**src/hdl/bba_pkg.sv**
```systemverilog
// Shared types and constants for the bitmap block allocator.
// Used by the cell, controller, top level and checker; no dependencies.
package bba_pkg;

	localparam int NUM_BLOCKS_DEF = 16;
	localparam int RUN_W          = 7;
	localparam int IDX_W          = 6;
	localparam int CNT_W          = 7;
	localparam int ST_W           = 3;
	localparam int IN_TDATA_W     = 16;
	localparam int OUT_TDATA_W    = 16;

	typedef enum logic [ST_W-1:0] {
		ST_OK          = 3'd0,
		ST_INVALID     = 3'd1,
		ST_TOO_FEW     = 3'd2,
		ST_NO_RUN      = 3'd3,
		ST_DOUBLE_FREE = 3'd4
	} status_t;

	typedef enum logic [2:0] {
		OP_HOLD,
		OP_SHIFT,
		OP_SHIFT_CLR,
		OP_COMMIT,
		OP_DROP
	} cell_op_t;

	typedef struct packed {
		cell_op_t op;
		logic     mark;
	} cell_ctrl_t;

endpackage

```
**src/hdl/bitmap_block_allocator_top.sv**
```systemverilog
// Top level of the first-fit bitmap block allocator: a ring of bba_cell
// and the bba_ctrl sequencer. Depends on bba_pkg, bba_cell, bba_ctrl.
//
// channel | dir | tdata (low bit up)                     | tuser
// s_*     | in  | run_length[6:0] block_index[12:7] pad  | action
// m_*     | out | status[2:0] start_index[8:3] free[15:9]| -
//
// Release and rejected requests pass through S_EXEC and S_RESP into the result
// register; the sequencer takes no new beat until it is back in S_IDLE.
// An allocate that reaches the scan also runs S_SCAN and S_DONE; the bitmap
// ring rotates one cell per cycle past the head cell, tagging the candidate run.
// Reset sets every block free; no clearing pass. A stalled result lets one
// more request run, which then waits in the sequencer until the first is taken.
module bitmap_block_allocator_top #(
	parameter int NUM_BLOCKS = bba_pkg::NUM_BLOCKS_DEF
) (
	input  logic                              clk,
	input  logic                              arst_n,
	input  logic                              s_tvalid,
	output logic                              s_tready,
	// run_length[6:0], block_index[12:7], zero pad [15:13]
	input  logic [bba_pkg::IN_TDATA_W-1:0]    s_tdata,
	// action[0]
	input  logic                              s_tuser,
	output logic                              m_tvalid,
	input  logic                              m_tready,
	// status[2:0], start_index[8:3], free_count[15:9]
	output logic [bba_pkg::OUT_TDATA_W-1:0]   m_tdata
);

	bba_pkg::cell_ctrl_t          ctrl;
	logic [NUM_BLOCKS-1:0]        rel_set;
	logic [NUM_BLOCKS-1:0]        free_vec;
	logic [NUM_BLOCKS-1:0]        pend_vec;
	logic [NUM_BLOCKS-1:0]        free_nxt;
	logic [NUM_BLOCKS-1:0]        pend_nxt;
	logic [bba_pkg::ST_W-1:0]     rsp_status;
	logic [bba_pkg::IDX_W-1:0]    rsp_start;
	logic [bba_pkg::CNT_W-1:0]    rsp_count;

	// ring: each cell takes its upper neighbor, the top cell takes the head
	assign free_nxt = {free_vec[0], free_vec[NUM_BLOCKS-1:1]};
	assign pend_nxt = {pend_vec[0] | ctrl.mark, pend_vec[NUM_BLOCKS-1:1]};

	for (genvar i = 0; i < NUM_BLOCKS; i++) begin : g_cell
		bba_cell u_cell (
			.clk     (clk),
			.arst_n  (arst_n),
			.ctrl    (ctrl),
			.rel_set (rel_set[i]),
			.free_in (free_nxt[i]),
			.pend_in (pend_nxt[i]),
			.free    (free_vec[i]),
			.pend    (pend_vec[i])
		);
	end

	bba_ctrl #(
		.NUM_BLOCKS (NUM_BLOCKS)
	) u_ctrl (
		.clk        (clk),
		.arst_n     (arst_n),
		.s_tvalid   (s_tvalid),
		.s_tready   (s_tready),
		.req_action (s_tuser),
		.req_len    (s_tdata[6:0]),
		.req_idx    (s_tdata[12:7]),
		.m_tvalid   (m_tvalid),
		.m_tready   (m_tready),
		.rsp_status (rsp_status),
		.rsp_start  (rsp_start),
		.rsp_count  (rsp_count),
		.free_vec   (free_vec),
		.ctrl       (ctrl),
		.rel_set    (rel_set)
	);

	assign m_tdata = {rsp_count, rsp_start, rsp_status};

endmodule

```
**src/hdl/bba_cell.sv**
```systemverilog
// One bitmap cell: a free bit and a pending-allocation bit.
// Shifts toward its lower neighbor on scan; depends on bba_pkg.
module bba_cell (
	input  logic                clk,
	input  logic                arst_n,
	input  bba_pkg::cell_ctrl_t ctrl,
	input  logic                rel_set,
	input  logic                free_in,
	input  logic                pend_in,
	output logic                free,
	output logic                pend
);

	logic free_q;
	logic pend_q;

	always_ff @(posedge clk or negedge arst_n) begin
		if (!arst_n) begin
			free_q <= 1'b1;
			pend_q <= 1'b0;
		end else if (rel_set) begin
			free_q <= 1'b1;
		end else begin
			unique case (ctrl.op)
				bba_pkg::OP_SHIFT: begin
					free_q <= free_in;
					pend_q <= pend_in;
				end
				bba_pkg::OP_SHIFT_CLR: begin
					free_q <= free_in;
					pend_q <= 1'b0;
				end
				bba_pkg::OP_COMMIT: begin
					free_q <= free_q & ~pend_q;
					pend_q <= 1'b0;
				end
				bba_pkg::OP_DROP: begin
					pend_q <= 1'b0;
				end
				default: begin
				end
			endcase
		end
	end

	assign free = free_q;
	assign pend = pend_q;

endmodule

```
**src/hdl/bba_ctrl.sv**
```systemverilog
// Request sequencer: decodes beats, drives the cell row scan, keeps the
// free count and holds the result register. Depends on bba_pkg.
module bba_ctrl #(
	parameter int NUM_BLOCKS = bba_pkg::NUM_BLOCKS_DEF
) (
	input  logic                         clk,
	input  logic                         arst_n,
	input  logic                         s_tvalid,
	output logic                         s_tready,
	input  logic                         req_action,
	input  logic [bba_pkg::RUN_W-1:0]    req_len,
	input  logic [bba_pkg::IDX_W-1:0]    req_idx,
	output logic                         m_tvalid,
	input  logic                         m_tready,
	output logic [bba_pkg::ST_W-1:0]     rsp_status,
	output logic [bba_pkg::IDX_W-1:0]    rsp_start,
	output logic [bba_pkg::CNT_W-1:0]    rsp_count,
	input  logic [NUM_BLOCKS-1:0]        free_vec,
	output bba_pkg::cell_ctrl_t          ctrl,
	output logic [NUM_BLOCKS-1:0]        rel_set
);

	localparam int IW = $clog2(NUM_BLOCKS);
	localparam logic [bba_pkg::CNT_W-1:0] NB = bba_pkg::CNT_W'(NUM_BLOCKS);
	localparam logic [IW-1:0] LAST = IW'(NUM_BLOCKS - 1);

	typedef enum logic [2:0] {
		S_IDLE,
		S_EXEC,
		S_SCAN,
		S_DONE,
		S_RESP
	} state_t;

	state_t                       state_q;
	logic                         act_q;
	logic [bba_pkg::RUN_W-1:0]    len_q;
	logic [bba_pkg::IDX_W-1:0]    idx_q;
	logic [bba_pkg::CNT_W-1:0]    cnt_q;
	logic [bba_pkg::RUN_W-1:0]    run_q;
	logic [IW-1:0]                pos_q;
	logic                         found_q;
	logic [bba_pkg::IDX_W-1:0]    start_q;
	bba_pkg::status_t             status_q;
	logic                         m_tvalid_q;
	logic [bba_pkg::ST_W-1:0]     out_status_q;
	logic [bba_pkg::IDX_W-1:0]    out_start_q;
	logic [bba_pkg::CNT_W-1:0]    out_cnt_q;

	logic                         head_free;
	logic                         hit;
	logic                         idx_ok;
	logic [IW-1:0]                idx_lo;
	logic                         len_bad;
	logic [bba_pkg::RUN_W-1:0]    start_calc;
	logic                         rsp_load;

	assign head_free  = free_vec[0];
	assign hit        = head_free && ((run_q + bba_pkg::RUN_W'(1)) == len_q);
	assign idx_ok     = bba_pkg::CNT_W'(idx_q) < NB;
	assign idx_lo     = idx_q[IW-1:0];
	assign len_bad    = (len_q == '0) || (len_q > NB);
	assign start_calc = bba_pkg::RUN_W'(pos_q) + bba_pkg::RUN_W'(1) - len_q;
	assign rsp_load   = (state_q == S_RESP) && (!m_tvalid_q || m_tready);

	always_comb begin
		ctrl.op   = bba_pkg::OP_HOLD;
		ctrl.mark = 1'b0;
		rel_set   = '0;
		unique case (state_q)
			S_SCAN: begin
				if (found_q || head_free) begin
					ctrl.op = bba_pkg::OP_SHIFT;
				end else begin
					ctrl.op = bba_pkg::OP_SHIFT_CLR;
				end
				ctrl.mark = !found_q && head_free;
			end
			S_DONE: begin
				ctrl.op = found_q ? bba_pkg::OP_COMMIT : bba_pkg::OP_DROP;
			end
			S_EXEC: begin
				if (act_q && idx_ok && !free_vec[idx_lo]) begin
					rel_set = {{(NUM_BLOCKS-1){1'b0}}, 1'b1} << idx_lo;
				end
			end
			default: begin
			end
		endcase
	end

	always_ff @(posedge clk or negedge arst_n) begin
		if (!arst_n) begin
			state_q      <= S_IDLE;
			cnt_q        <= NB;
			m_tvalid_q   <= 1'b0;
			found_q      <= 1'b0;
			run_q        <= '0;
			pos_q        <= '0;
			status_q     <= bba_pkg::ST_OK;
			act_q        <= 1'b0;
			len_q        <= '0;
			idx_q        <= '0;
			start_q      <= '0;
			out_status_q <= '0;
			out_start_q  <= '0;
			out_cnt_q    <= '0;
		end else begin
			if (rsp_load) begin
				m_tvalid_q <= 1'b1;
			end else if (m_tready) begin
				m_tvalid_q <= 1'b0;
			end
			unique case (state_q)
				S_IDLE: begin
					if (s_tvalid) begin
						act_q   <= req_action;
						len_q   <= req_len;
						idx_q   <= req_idx;
						state_q <= S_EXEC;
					end
				end
				S_EXEC: begin
					start_q <= '0;
					run_q   <= '0;
					pos_q   <= '0;
					found_q <= 1'b0;
					if (act_q) begin
						state_q <= S_RESP;
						if (!idx_ok) begin
							status_q <= bba_pkg::ST_INVALID;
						end else if (free_vec[idx_lo]) begin
							status_q <= bba_pkg::ST_DOUBLE_FREE;
						end else begin
							status_q <= bba_pkg::ST_OK;
							cnt_q    <= cnt_q + bba_pkg::CNT_W'(1);
						end
					end else if (len_bad) begin
						status_q <= bba_pkg::ST_INVALID;
						state_q  <= S_RESP;
					end else if (cnt_q < len_q) begin
						status_q <= bba_pkg::ST_TOO_FEW;
						state_q  <= S_RESP;
					end else begin
						state_q <= S_SCAN;
					end
				end
				S_SCAN: begin
					if (!found_q) begin
						if (head_free) begin
							run_q <= run_q + bba_pkg::RUN_W'(1);
							if (hit) begin
								found_q <= 1'b1;
								start_q <= start_calc[bba_pkg::IDX_W-1:0];
							end
						end else begin
							run_q <= '0;
						end
					end
					pos_q <= pos_q + IW'(1);
					if (pos_q == LAST) begin
						state_q <= S_DONE;
					end
				end
				S_DONE: begin
					if (found_q) begin
						status_q <= bba_pkg::ST_OK;
						cnt_q    <= cnt_q - len_q;
					end else begin
						status_q <= bba_pkg::ST_NO_RUN;
					end
					state_q <= S_RESP;
				end
				S_RESP: begin
					if (rsp_load) begin
						out_status_q <= status_q;
						out_start_q  <= start_q;
						out_cnt_q    <= cnt_q;
						state_q      <= S_IDLE;
					end
				end
				default: begin
					state_q <= S_IDLE;
				end
			endcase
		end
	end

	assign s_tready   = (state_q == S_IDLE);
	assign m_tvalid   = m_tvalid_q;
	assign rsp_status = out_status_q;
	assign rsp_start  = out_start_q;
	assign rsp_count  = out_cnt_q;

endmodule

```
**config.mk**
```make
export PLATFORM = sky130hd
export DESIGN_NAME = bitmap_block_allocator_top
export DESIGN_NICKNAME = d
export VERILOG_FILES = /design/src/hdl/bba_pkg.sv /design/src/hdl/bitmap_block_allocator_top.sv /design/src/hdl/bba_cell.sv /design/src/hdl/bba_ctrl.sv
export SDC_FILE = /design/constraint.sdc
export NUM_CORES = 1
export LEC_CHECK = 0
export ABC_AREA = 1
export BUFFER_PORTS_ARGS = -buffer_cell sky130_fd_sc_hd__clkbuf_2
export CAP_MARGIN = 20
export CORE_MARGIN = 4
export CORE_UTILIZATION = 35
export CTS_BUF_LIST = sky130_fd_sc_hd__clkbuf_4 sky130_fd_sc_hd__clkbuf_8
export DETAILED_ROUTE_END_ITERATION = 7
export GPL_ROUTABILITY_DRIVEN = 0
export GPL_TIMING_DRIVEN = 0
export HOLD_SLACK_MARGIN = 0.03
export SYNTH_ARGS = -nofsm -noshare
export SYNTH_HDL_FRONTEND = slang
export SYNTH_HIERARCHICAL = 1
export SYNTH_SLANG_ARGS = --single-unit
```
**constraint.sdc**
```tcl
create_clock -name clk -period 5.9 [get_ports clk]
set_input_delay 1.18 -clock clk [delete_from_list [all_inputs] [get_ports clk]]
set_output_delay 1.18 -clock clk [all_outputs]
set_load 0.05 [all_outputs]
```
==> Word-level counts from Yosys, hierarchy flattened <==
Cells that the tools add are included.
{ "word_totals": {"output_inout_bits": 18, "register_bits": 94, "in_bits": 21, "word_cells": 274} }
{ "classes": {"muxes": 89, "n_lt_le_gt_ge": 4, "shifts": 1, "n_reduce_logical": 58, "n_addsub": 6, "eq_ne": 21, "bitwise": 49} }
{ "ops": {"columns": ["op", "n"], "rows": [
  ["case mux 1 bit (2 select lines)", 33],
  ["nonzero test 3 bit", 16],
  ["two-way mux 7 bit", 6],
  ["AND reduction 2 bit", 20],
  ["two-way mux 3 bit", 12],
  ["two-way mux 16 bit", 2],
  ["NOT 1 bit", 32],
  ["case mux 7 bit (2 select lines)", 2],
  ["two-way mux 1 bit", 23],
  ["two-way mux 6 bit", 3],
  ["AND 1 bit", 16],
  ["left shift 1 x 4 -> 16 bit (first input constant)", 1],
  ["case mux 3 bit (5 select lines)", 1],
  ["adder 7 x 1 -> 7 bit (second input constant)", 2],
  ["== test 3 x 2 -> 1 bit (second input constant)", 4],
  ["inequality test 2 x 1 -> 1 bit (second input constant)", 6],
  ["case mux 3 bit (2 select lines)", 2],
  ["case mux 6 bit (2 select lines)", 1],
  ["inequality test 2 bit (second input constant)", 4],
  ["case mux 4 bit (2 select lines)", 1],
  ["nonzero test 2 bit", 4],
  ["== test 7 bit", 1],
  ["greater-than comparator 7 x 5 -> 1 bit (second input constant)", 1],
  ["zero test 7 bit", 1],
  ["other kinds (23)", 34]
]} }

==> Longest topological paths before layout <==
Gate-level depths: netlist of the first run.
{ "logic_depth": {"word_depth": 8, "mapped_depth": 15, "ltp_nobuf": 14} }

==> Hierarchy <==
The synthesis of the first run kept the hierarchy.
{ "by_module_without_submodules": {"columns": ["module", "n_inst", "seq_area_each_um2", "area_per_inst_um2", "cells_each"], "rows": [
  ["bba_ctrl", 1, 1552.7, 3778.6, 497],
  ["bba_cell", 16, 51.3, 148.9, 24],
  ["bitmap_block_allocator_top", 1, 0.0, 11.3, 3]
]} }

==> Worst setup path after synthesis of the first run <==
Ideal clock, no wire load.
{ "synth_timing": {"path_type": "reg-to-reg", "from": "register u_ctrl.state_q[2]", "to": "register g_cell[0].u_cell.free_q", "stages_incl_launch_ff": 11, "t_required_ns": 5.840, "setup_slack_ns": -0.476, "arrival_ns": 6.315, "synth_period_minus_slack_ns": 6.376, "setup_ns": 0.060, "path_buffers": 1, "cell_sequence": "dfrtp_1 -> inv_1 -> nand2_2 -> nor2_4 -> inv_1 -> buf_2 -> o21ai_0 -> nand4_1 -> nand2_1 -> nand2_1 -> nand2_1"} }
{ "synth_lines": {"columns": ["element", "line", "source"], "rows": [
  ["from (decl)", "bba_ctrl.sv:35", "state_t state_q;"],
  ["from (signal assigned)", "bba_ctrl.sv:94", "state_q <= S_IDLE;"],
  ["from (signal assigned)", "bba_ctrl.sv:120", "state_q <= S_EXEC;"],
  ["from (signal assigned)", "bba_ctrl.sv:129", "state_q <= S_RESP;"],
  ["to (signal assigned)", "bba_cell.sv:26", "free_q <= free_in;"],
  ["to (signal assigned)", "bba_cell.sv:30", "free_q <= free_in;"],
  ["to (signal assigned)", "bba_cell.sv:34", "free_q <= free_q & ~pend_q;"],
  ["to (decl)", "bba_cell.sv:14", "logic free_q;"]
]} }

==> Worst setup path in the final report of the first run <==
{ "layout_timing": {"from": "register u_ctrl.state_q[2]", "to": "output s_tready"} }
{ "layout_via": {"elab_chain_len": 1} }
{ "layout_lines": {"columns": ["element", "line", "source"], "rows": [
  ["zero test 3 bit", "bba_ctrl.sv:189", "assign s_tready = (state_q == S_IDLE);"],
  ["to (decl)", "bitmap_block_allocator_top.sv:20", "output logic s_tready,"]
]} }
No other way between the ends.

==> metrics.txt, run 1 <==
Final period util=0.445; Syn Area/Cell=6.98 um^2; full die area=approximately 0.020 mm^2; status=completed; hold buffers post-CTS=0; Non-Filler Instances=between 1,000 and 1,500; gr ovfl total=0; Worst Path Buf+Inv=1; hold path depth=2; Die Ht=141 um; FF-to-FF path depth=12; Slew @ Worst Pin=0.886 ns; drc violations=0; Critical Path RT=around 4.7 ns; DR WL/cell=12.8 um; Hold Crit Start=g_cell[0].u_cell/free; synthesized cell area=0.00617 mm^2; H-tree lvl count=3; Worst Hold Slack=0.481 ns; Synth Instances=~880; Starting Density=0.357; crit-path max FO=6; nets=just under 1,000; Leakage=3.29 nW; final count of hold timing violations=0; Max VDD drop=approximately 0.14 mV; P per Cell Area=321 mW/mm^2; Crit-path slowest cell=dfrtp_1; Cell variety after synth=33; first-pass GRT wire length=26.0 mm; GRT Total Usage=0.158; Site Rows=48; Max Clk Rate=381 MHz; WS Path Type=register to primary output; area delta synth->final=13.1%; CTS tree=built; CTS Root Cell=clkbuf_8; max-cap violations=0; via count=around 5,600; Hold Crit Endpoint=g_cell[0].u_cell/free; relative slew slack=0.407; Yosys top cell by area=dfrtp_1; Startpoint Class=register; dpl cells=between 1,000 and 1,500; Ports=39; vias per cell=4.82; syn_nets=925; HPWL after DPL=11.2 mm; Synth top area share=0.312; FILL cells=~1,800; top cells by area, synth=dfrtp_1, nand2_1, inv_1; Resize count post-CTS=0; Fin Clk Skew=0.0117 ns; initial antenna violation count=0; register area=about 0.0024 mm^2; slowest stage delay, CP=0.46 ns; largest net degree at the start of global routing=55; Tightest Hold Check Type=register to register; Placed Instance Area=0.00677 mm^2; die width=about 140 um; DRT Pass-1 Iters=5; Setup crit end kind=primary output; CTS sink cnt=between 90 and 100; crit-path cells=nor3_1 -> clkbuf_2; vias in the first global route=5,441; layout cell share with drive strength beyond 1=0.154; #FFs+latches synth=94; YS warnings=6; fin area=0.00698 mm^2; FF-to-FF Start=u_ctrl/state_q[2]; sequential cell area fraction in the yosys report=0.385; Max Slew Vio Count=0; worst reg2reg path endpoint=g_cell[3].u_cell/pend; Antenna Violating Nets Remaining=0; final setup violating endpoints=0; Tmin final=2.62 ns; Reg2Reg Setup Slack=3.35 ns; Top delay family on crit path=flip-flops; Antenna Cells=0; Multi-input gate area=0.00318 mm^2; clock transition at the registers of the reported paths=roughly 0.10 ns; Post-CTS Setup Bufs=0; clk buf depth=2; Core Box Area=0.0173 mm^2; initial DRC count=294; WP data arrival=roughly 1.4 ns; DRT Wirelength=between 10 and 15 mm; CTS buffer count=9; Port Buf Inserts=35; RSZ-0062 raised after global routing=no; later-pin clock latency in the skew report=0.38 ns
==> placed cells by master, fill, tap and decap left out, types with 3 or more instances in the layout <==
cell type and n:
a21oi_1 27, buf_12 4, clkbuf_1 4, clkbuf_2 34, clkbuf_8 9, dfrtp_1 77, dfstp_2 17, ha_1 18
inv_1 157, inv_2 4, inv_6 3, mux2_2 12, nand2_1 275, nand2_2 5, nand3_1 81, nand4_1 57
nor2_1 51, nor2_2 34, nor2_4 5, nor3_1 3, o21ai_0 26, o21ai_1 4, o21ai_4 3, o22ai_1 5
xor2_1 3
==> sequential cells by signal (all words and copies together) (netlist names) <==
signal	flops
g_cell.u_cell/free	16
g_cell.u_cell/pend	16
u_ctrl/act_q	1
u_ctrl/cnt_q	7
u_ctrl/found_q	1
u_ctrl/idx_q	6
u_ctrl/len_q	7
u_ctrl/m_tvalid	1
u_ctrl/pos_q	4
u_ctrl/rsp_count	7
u_ctrl/rsp_start	6
u_ctrl/rsp_status	3
u_ctrl/run_q	7
u_ctrl/start_q	6
u_ctrl/state_q	3
u_ctrl/status_q	3
==> Yosys cell counts (all sizes together) <==
master / n
nand2: 282
inv: 162
nor2: 90
nand3: 81
dfrtp: 77
nand4: 57
o21ai: 33
a21oi: 27
ha: 18
dfstp: 17
mux2: 12
o22ai: 5
buf: 4
clkbuf: 4
nor3: 4
xor2: 3
fa: 2
a21o: 1
a31o: 1
o2111a: 1
o31ai: 1
or2: 1
xnor2: 1
==> worst max path at each step <==
stage	cells past startpoint	to	slack, ns	start
5_1_grt	12	g_cell[3].u_cell/pend	3.08	u_ctrl/state_q[2]
2_1_floorplan	7	g_cell[0].u_cell/pend	0.73	u_ctrl/found_q
6_report	2	s_tready	3.28	u_ctrl/state_q[2]
4_1_cts	2	s_tready	3.25	u_ctrl/state_q[2]
3_5_place_dp	6	u_ctrl/rsp_start[3]	3.34	m_tready
3_3_place_gp	7	g_cell[0].u_cell/pend	-1.09	u_ctrl/found_q
==> stage by stage <==
step	setup TNS, ns	power [mW]	setup slack [ns]	utilization
finish	0	2.24	3.28	0.404
global route	0	2.43	3.08	0.404
CTS	0	2.27	3.25	0.404
detailed placement	0	1.77	3.34	0.391
global placement	-33.59	1.76	-1.09	0.383
floorplan	0	1.53	0.729	-
==> layer usage <==
layer,global-route usage,routed length (um)
met1,0.208,7210
met3,0.0282,386
met5,0,0
met2,0.268,7100
met4,0.0403,178
==> worst register-to-register path, delay by kind of cell, from the launching register on <==
kind / cells / cell delay (ns)
simple gates: 7 / 0.74
flops: 1 / 0.46
buf+inv: 4 / 0.76
compound gates: 1 / 0.48
==> logic make-up (layout without fill, tap and decap cells) <==
group | Yosys count | in the layout | synth area share
compound gates | 69 | 69 | 0.0612
flops | 94 | 94 | 0.385
mux | 12 | 12 | 0.0219
fa+ha+maj | 20 | 20 | 0.0430
simple gates | 515 | 515 | 0.378
xor+xnor | 4 | 4 | 0.00568
buf+inv | 170 | 225 | 0.105
==> cell type report <==
cell class	count	share of cell area
clock buffer	9	0.0177
multi-input combinational	620	0.455
timing repair buffer	40	0.0409
clock inverter	6	0.0131
sequential	94	0.340
tap	225	0.0403
buffer	8	0.00573
inverter	162	0.0875
==> report_power, final <==
| group | internal, mW | switching (mW) |
|---|---|---|
| logic | 0.264 | 0.583 |
| registers | 0.799 | 0.111 |
| clock network | 0.240 | 0.244 |
| total | 1.30 | 0.938 |
(Power assumes the default switching activity.)
==> run 2, diff against run 1 <==
ABC_AREA = 0   (was 1)
clock period = 2.3 ns   (was 5.9 ns; I/O delays follow)
==> run 2 against run 1 <==
Net effect:
- the run now ends with negative setup slack left
- count of clock-buffer cells in the layout stayed put
- synthesized cell count is 29% lower
- combinational power grew to 3.7 times the previous value
- non-clock buffer count is 29 higher
- total power grew to 3.1 times the previous value
- sequential cell count stayed put
- global-route usage is 0.24 points lower
- utilization is 3.2 points higher
- sequential power grew to 2.8 times the previous value
- critical endpoint is now u_ctrl/cnt_q[4]
- largest cell class unchanged
==> metrics.txt, run 2 <==
status=complete, but fails checks (was completed); failing checks=negative setup slack; Antenna Cells=0 (unchanged); Top delay family on crit path=buffers and inverters (was flip-flops); syn_nets=665 (was 925); initial antenna violation count=0 (unchanged); Yosys top cell by area=dfrtp_1 (unchanged); CTS tree=built (unchanged); highest-count cells in the layout ignoring fill and taps=dfrtp_1, nand2_1, inv_1 (was nand2_1, inv_1, nand3_1); Max Clk Rate=~430 MHz; P per Cell Area=956 mW/mm^2 (was 321 mW/mm^2); Core Box Area=0.0166 mm^2 (was 0.0173 mm^2); clock transition at the registers of the reported paths=0.11 ns (was 0.10 ns); commonest non-fill, non-tap cell in the layout=dfrtp_1 (was nand2_1); HPWL after DPL=10.4 mm (was 11.2 mm); Site Rows=47 (was 48); Logic pwr share=0.457 (was 0.378); Max Slew Vio Count=0 (unchanged); final count of hold timing violations=0 (unchanged); final setup violating endpoints=4 (was 0); Port Buf Inserts=35 (unchanged); largest net degree at the start of global routing=64 (was 55); GR Util met2=0.255 (was 0.268); #FFs+latches synth=94 (unchanged); top cells by area, synth=dfrtp_1, dfstp_2, o31ai_1 (was dfrtp_1, nand2_1, inv_1); YS warnings=6 (unchanged); net switching power=2.91 mW (was 0.938 mW); Fin Clk Skew=0.0143 ns (was 0.0117 ns); Synth top area share=0.324 (was 0.312); pre-CTS WS=-0.310 ns (was 3.34 ns); slowest stage delay, CP=0.54 ns (was 0.46 ns); Tmin final=2.35 ns; nets=740 (was 976); max-cap violations=0 (unchanged); switch share=0.421 (was 0.419); fin area=0.00723 mm^2 (was 0.00698 mm^2); ys flop type=dfrtp_1 (unchanged); Worst Path Buf+Inv=5 (was 1); met3 Use GR=0.0404 (was 0.0282); Syn Area/Cell=9.52 um^2 (was 6.98 um^2); initial DRC count=314 (was 294); crit-path max FO=7 (was 6); synthesized cell area=0.00594 mm^2 (was 0.00617 mm^2); most common cell in the netlist=dfrtp_1 (was nand2_1); FILL cells=1,586 (was 1,830); crit-path most repeated cell=buf_6; CTS buffer count=9 (unchanged); H-tree lvl count=3 (unchanged); GRT Total Usage=0.155 (was 0.158); Antenna Violating Nets Remaining=0 (unchanged); Critical Path RT=2.61 ns (was 4.72 ns); later-pin clock latency in the skew report=0.39 ns (was 0.38 ns); clk buf depth=2 (unchanged); Setup crit end kind=register (was primary output); Slew @ Worst Pin=0.892 ns (was 0.886 ns); Max VDD drop=0.396 mV (was 0.141 mV); top cells by instance count after synthesis=dfrtp_1, nand2_1, inv_1 (was nand2_1, inv_1, nand3_1); Startpoint Class=register (unchanged); CTS Root Cell=clkbuf_8 (unchanged); vias in the first global route=4,796 (was 5,441); RSZ-0062 raised after global routing=yes (was no); dpl cells=884 (was 1,149); Reg power frac=0.368 (was 0.406); vias per cell=5.38 (was 4.82); Crit-path slowest cell=mux4_2 (was dfrtp_1); Starting Density=0.358 (was 0.357); DRT Pass-1 Iters=5 (unchanged); Leakage=3.24 nW (was 3.29 nW); crit-path cells=buf_6 -> buf_8 -> mux2i_2 -> mux4_2 -> buf_6 -> a22oi_2 -> buf_4 -> buf_12 -> nor3_4 -> nor3_2 (was nor3_1 -> clkbuf_2); Cell variety after synth=57 (was 33); relative slew slack=0.405 (was 0.407); Internal Power=4.00 mW (was 1.30 mW); Ports=39 (unchanged); DRT Wirelength=15.4 mm (was 14.9 mm); drc violations=0 (unchanged); met1 Use GR=0.204 (was 0.208); first-pass GRT wire length=24.8 mm (was 26.0 mm); Die Ht=138 um (was 141 um); Synth Instances=624 (was 884); clock share of power=0.175 (was 0.216); Final WS setup=-0.0529 ns (was 3.28 ns); asr flop ratio synth=1.00 (unchanged); sequential cell area fraction in the yosys report=0.399 (was 0.385); Placed Instance Area=0.00657 mm^2 (was 0.00677 mm^2); gr ovfl total=0 (unchanged); die width=138 um (was 141 um); Final period util=1.02; number of synthesized flops with an enable pin=0 (unchanged); full die area=0.0191 mm^2 (was 0.0198 mm^2); CTS sink cnt=94 (unchanged); DR WL/cell=16.6 um (was 12.8 um); GRT Max-Usage Layer=met2 (unchanged); layout cell share with drive strength beyond 1=0.295 (was 0.154); Non-Filler Instances=924 (was 1,164); area delta synth->final=21.7% (was 13.1%); via count=4,969 (was 5,608); Tightest Hold Check Type=input port to async pin (was register to register); WP data arrival=2.66 ns (was 1.44 ns); hold buffers post-CTS=0 (unchanged); WS Path Type=register to register (was register to primary output)
==> run 2: cell types whose count changed after synthesis, moves of 11 or more <==
cell,previous run,this run
nand4_1,57,2
o31ai_1,1,36
xor2_1,3,18
o41ai_2,0,16
nor2_2,35,0
nand3_1,81,11
inv_1,157,53
a31oi_1,0,17
mux2i_1,0,11
nand2_1,275,65
a22o_1,0,25
nand2b_1,0,11
and3b_1,0,16
xnor2_1,1,13
==> run 2: cells by family (layout without fill, tap and decap cells) <==
family | after synthesis | count (layout) | synth area share
XOR/XNOR | 31 | 31 | 0.0457
AND/OR/NAND/NOR | 196 | 197 | 0.167
AO/OA/AOI/OAI | 180 | 180 | 0.231
buffers and inverters | 69 | 148 | 0.0463
multiplexers | 34 | 34 | 0.0665
adder cells (fa/ha/maj) | 20 | 20 | 0.0446
flip-flops | 94 | 94 | 0.399
==> run 2: layer usage <==
layer / vias to the layer above / share of wire
li1: 2437 / -
met1: 2448 / 0.46
met2: 67 / 0.49
met3: 17 / 0.030
met4: 0 / 0.019
met5: - / 0
==> run 2: power by group through the flow <==
stage	clock (mW)	combinational [mW]	sequential, mW
global route	1.33	3.43	2.61
CTS	1.26	2.75	2.53
finish	1.21	3.16	2.55
floorplan	0	1.89	2.58
global placement	0	2.62	2.50
detailed placement	0	2.68	2.52
==> run 2: final cells by class <==
type                            instances  area (um^2)  area share
Buffer                                 14          120      0.0166
Clock buffer                            9          124      0.0171
Clock inverter                          7         86.3      0.0119
Inverter                               53          206      0.0286
Multi-Input combinational cell        462         3560       0.492
Sequential cell                        94         2380       0.329
Tap cell                              220          275      0.0381
Timing Repair Buffer                   63          470      0.0651
Timing Repair inverter                  2         12.5     0.00173
==> run 2: metrics by stage <==
stage	hold slack (ns)	total power, mW	setup TNS (ns)	util
global route	0.234	7.37	-0.951	0.436
CTS	0.232	6.54	-0.111	0.415
finish	0.213	6.91	-0.132	0.436
global placement	0.472	5.12	-63.75	0.390
floorplan	0.164	4.47	-9.71	-
detailed placement	0.475	5.20	-6.17	0.396
==> run 2: worst paths after layout <==
| kind | startpoint | endpoint | slack [ns] | cells past startpoint |
|---|---|---|---|---|
| worst max-delay path | u_ctrl/idx_q[1] | u_ctrl/cnt_q[4] | -0.05 | 10 |
| worst min-delay path | arst_n | u_ctrl/len_q[4] | 0.21 | 1 |
| worst max register to register | u_ctrl/idx_q[1] | u_ctrl/cnt_q[4] | -0.05 | 10 |
| worst min register to register | g_cell[3].u_cell/free | g_cell[3].u_cell/free | 0.49 | 2 |
| max in group asynchronous | arst_n | g_cell[2].u_cell/free | 1.32 | 2 |
| min in group clk | s_tdata[3] | u_ctrl/len_q[3] | 0.27 | 3 |
==> run 2: what timing repair did <==
action,in CTS,in global routing
pin swaps,3,27
setup buffers,3,19
gates cloned,2,2
resized for setup,15,49
setup endpoints to repair,38,52
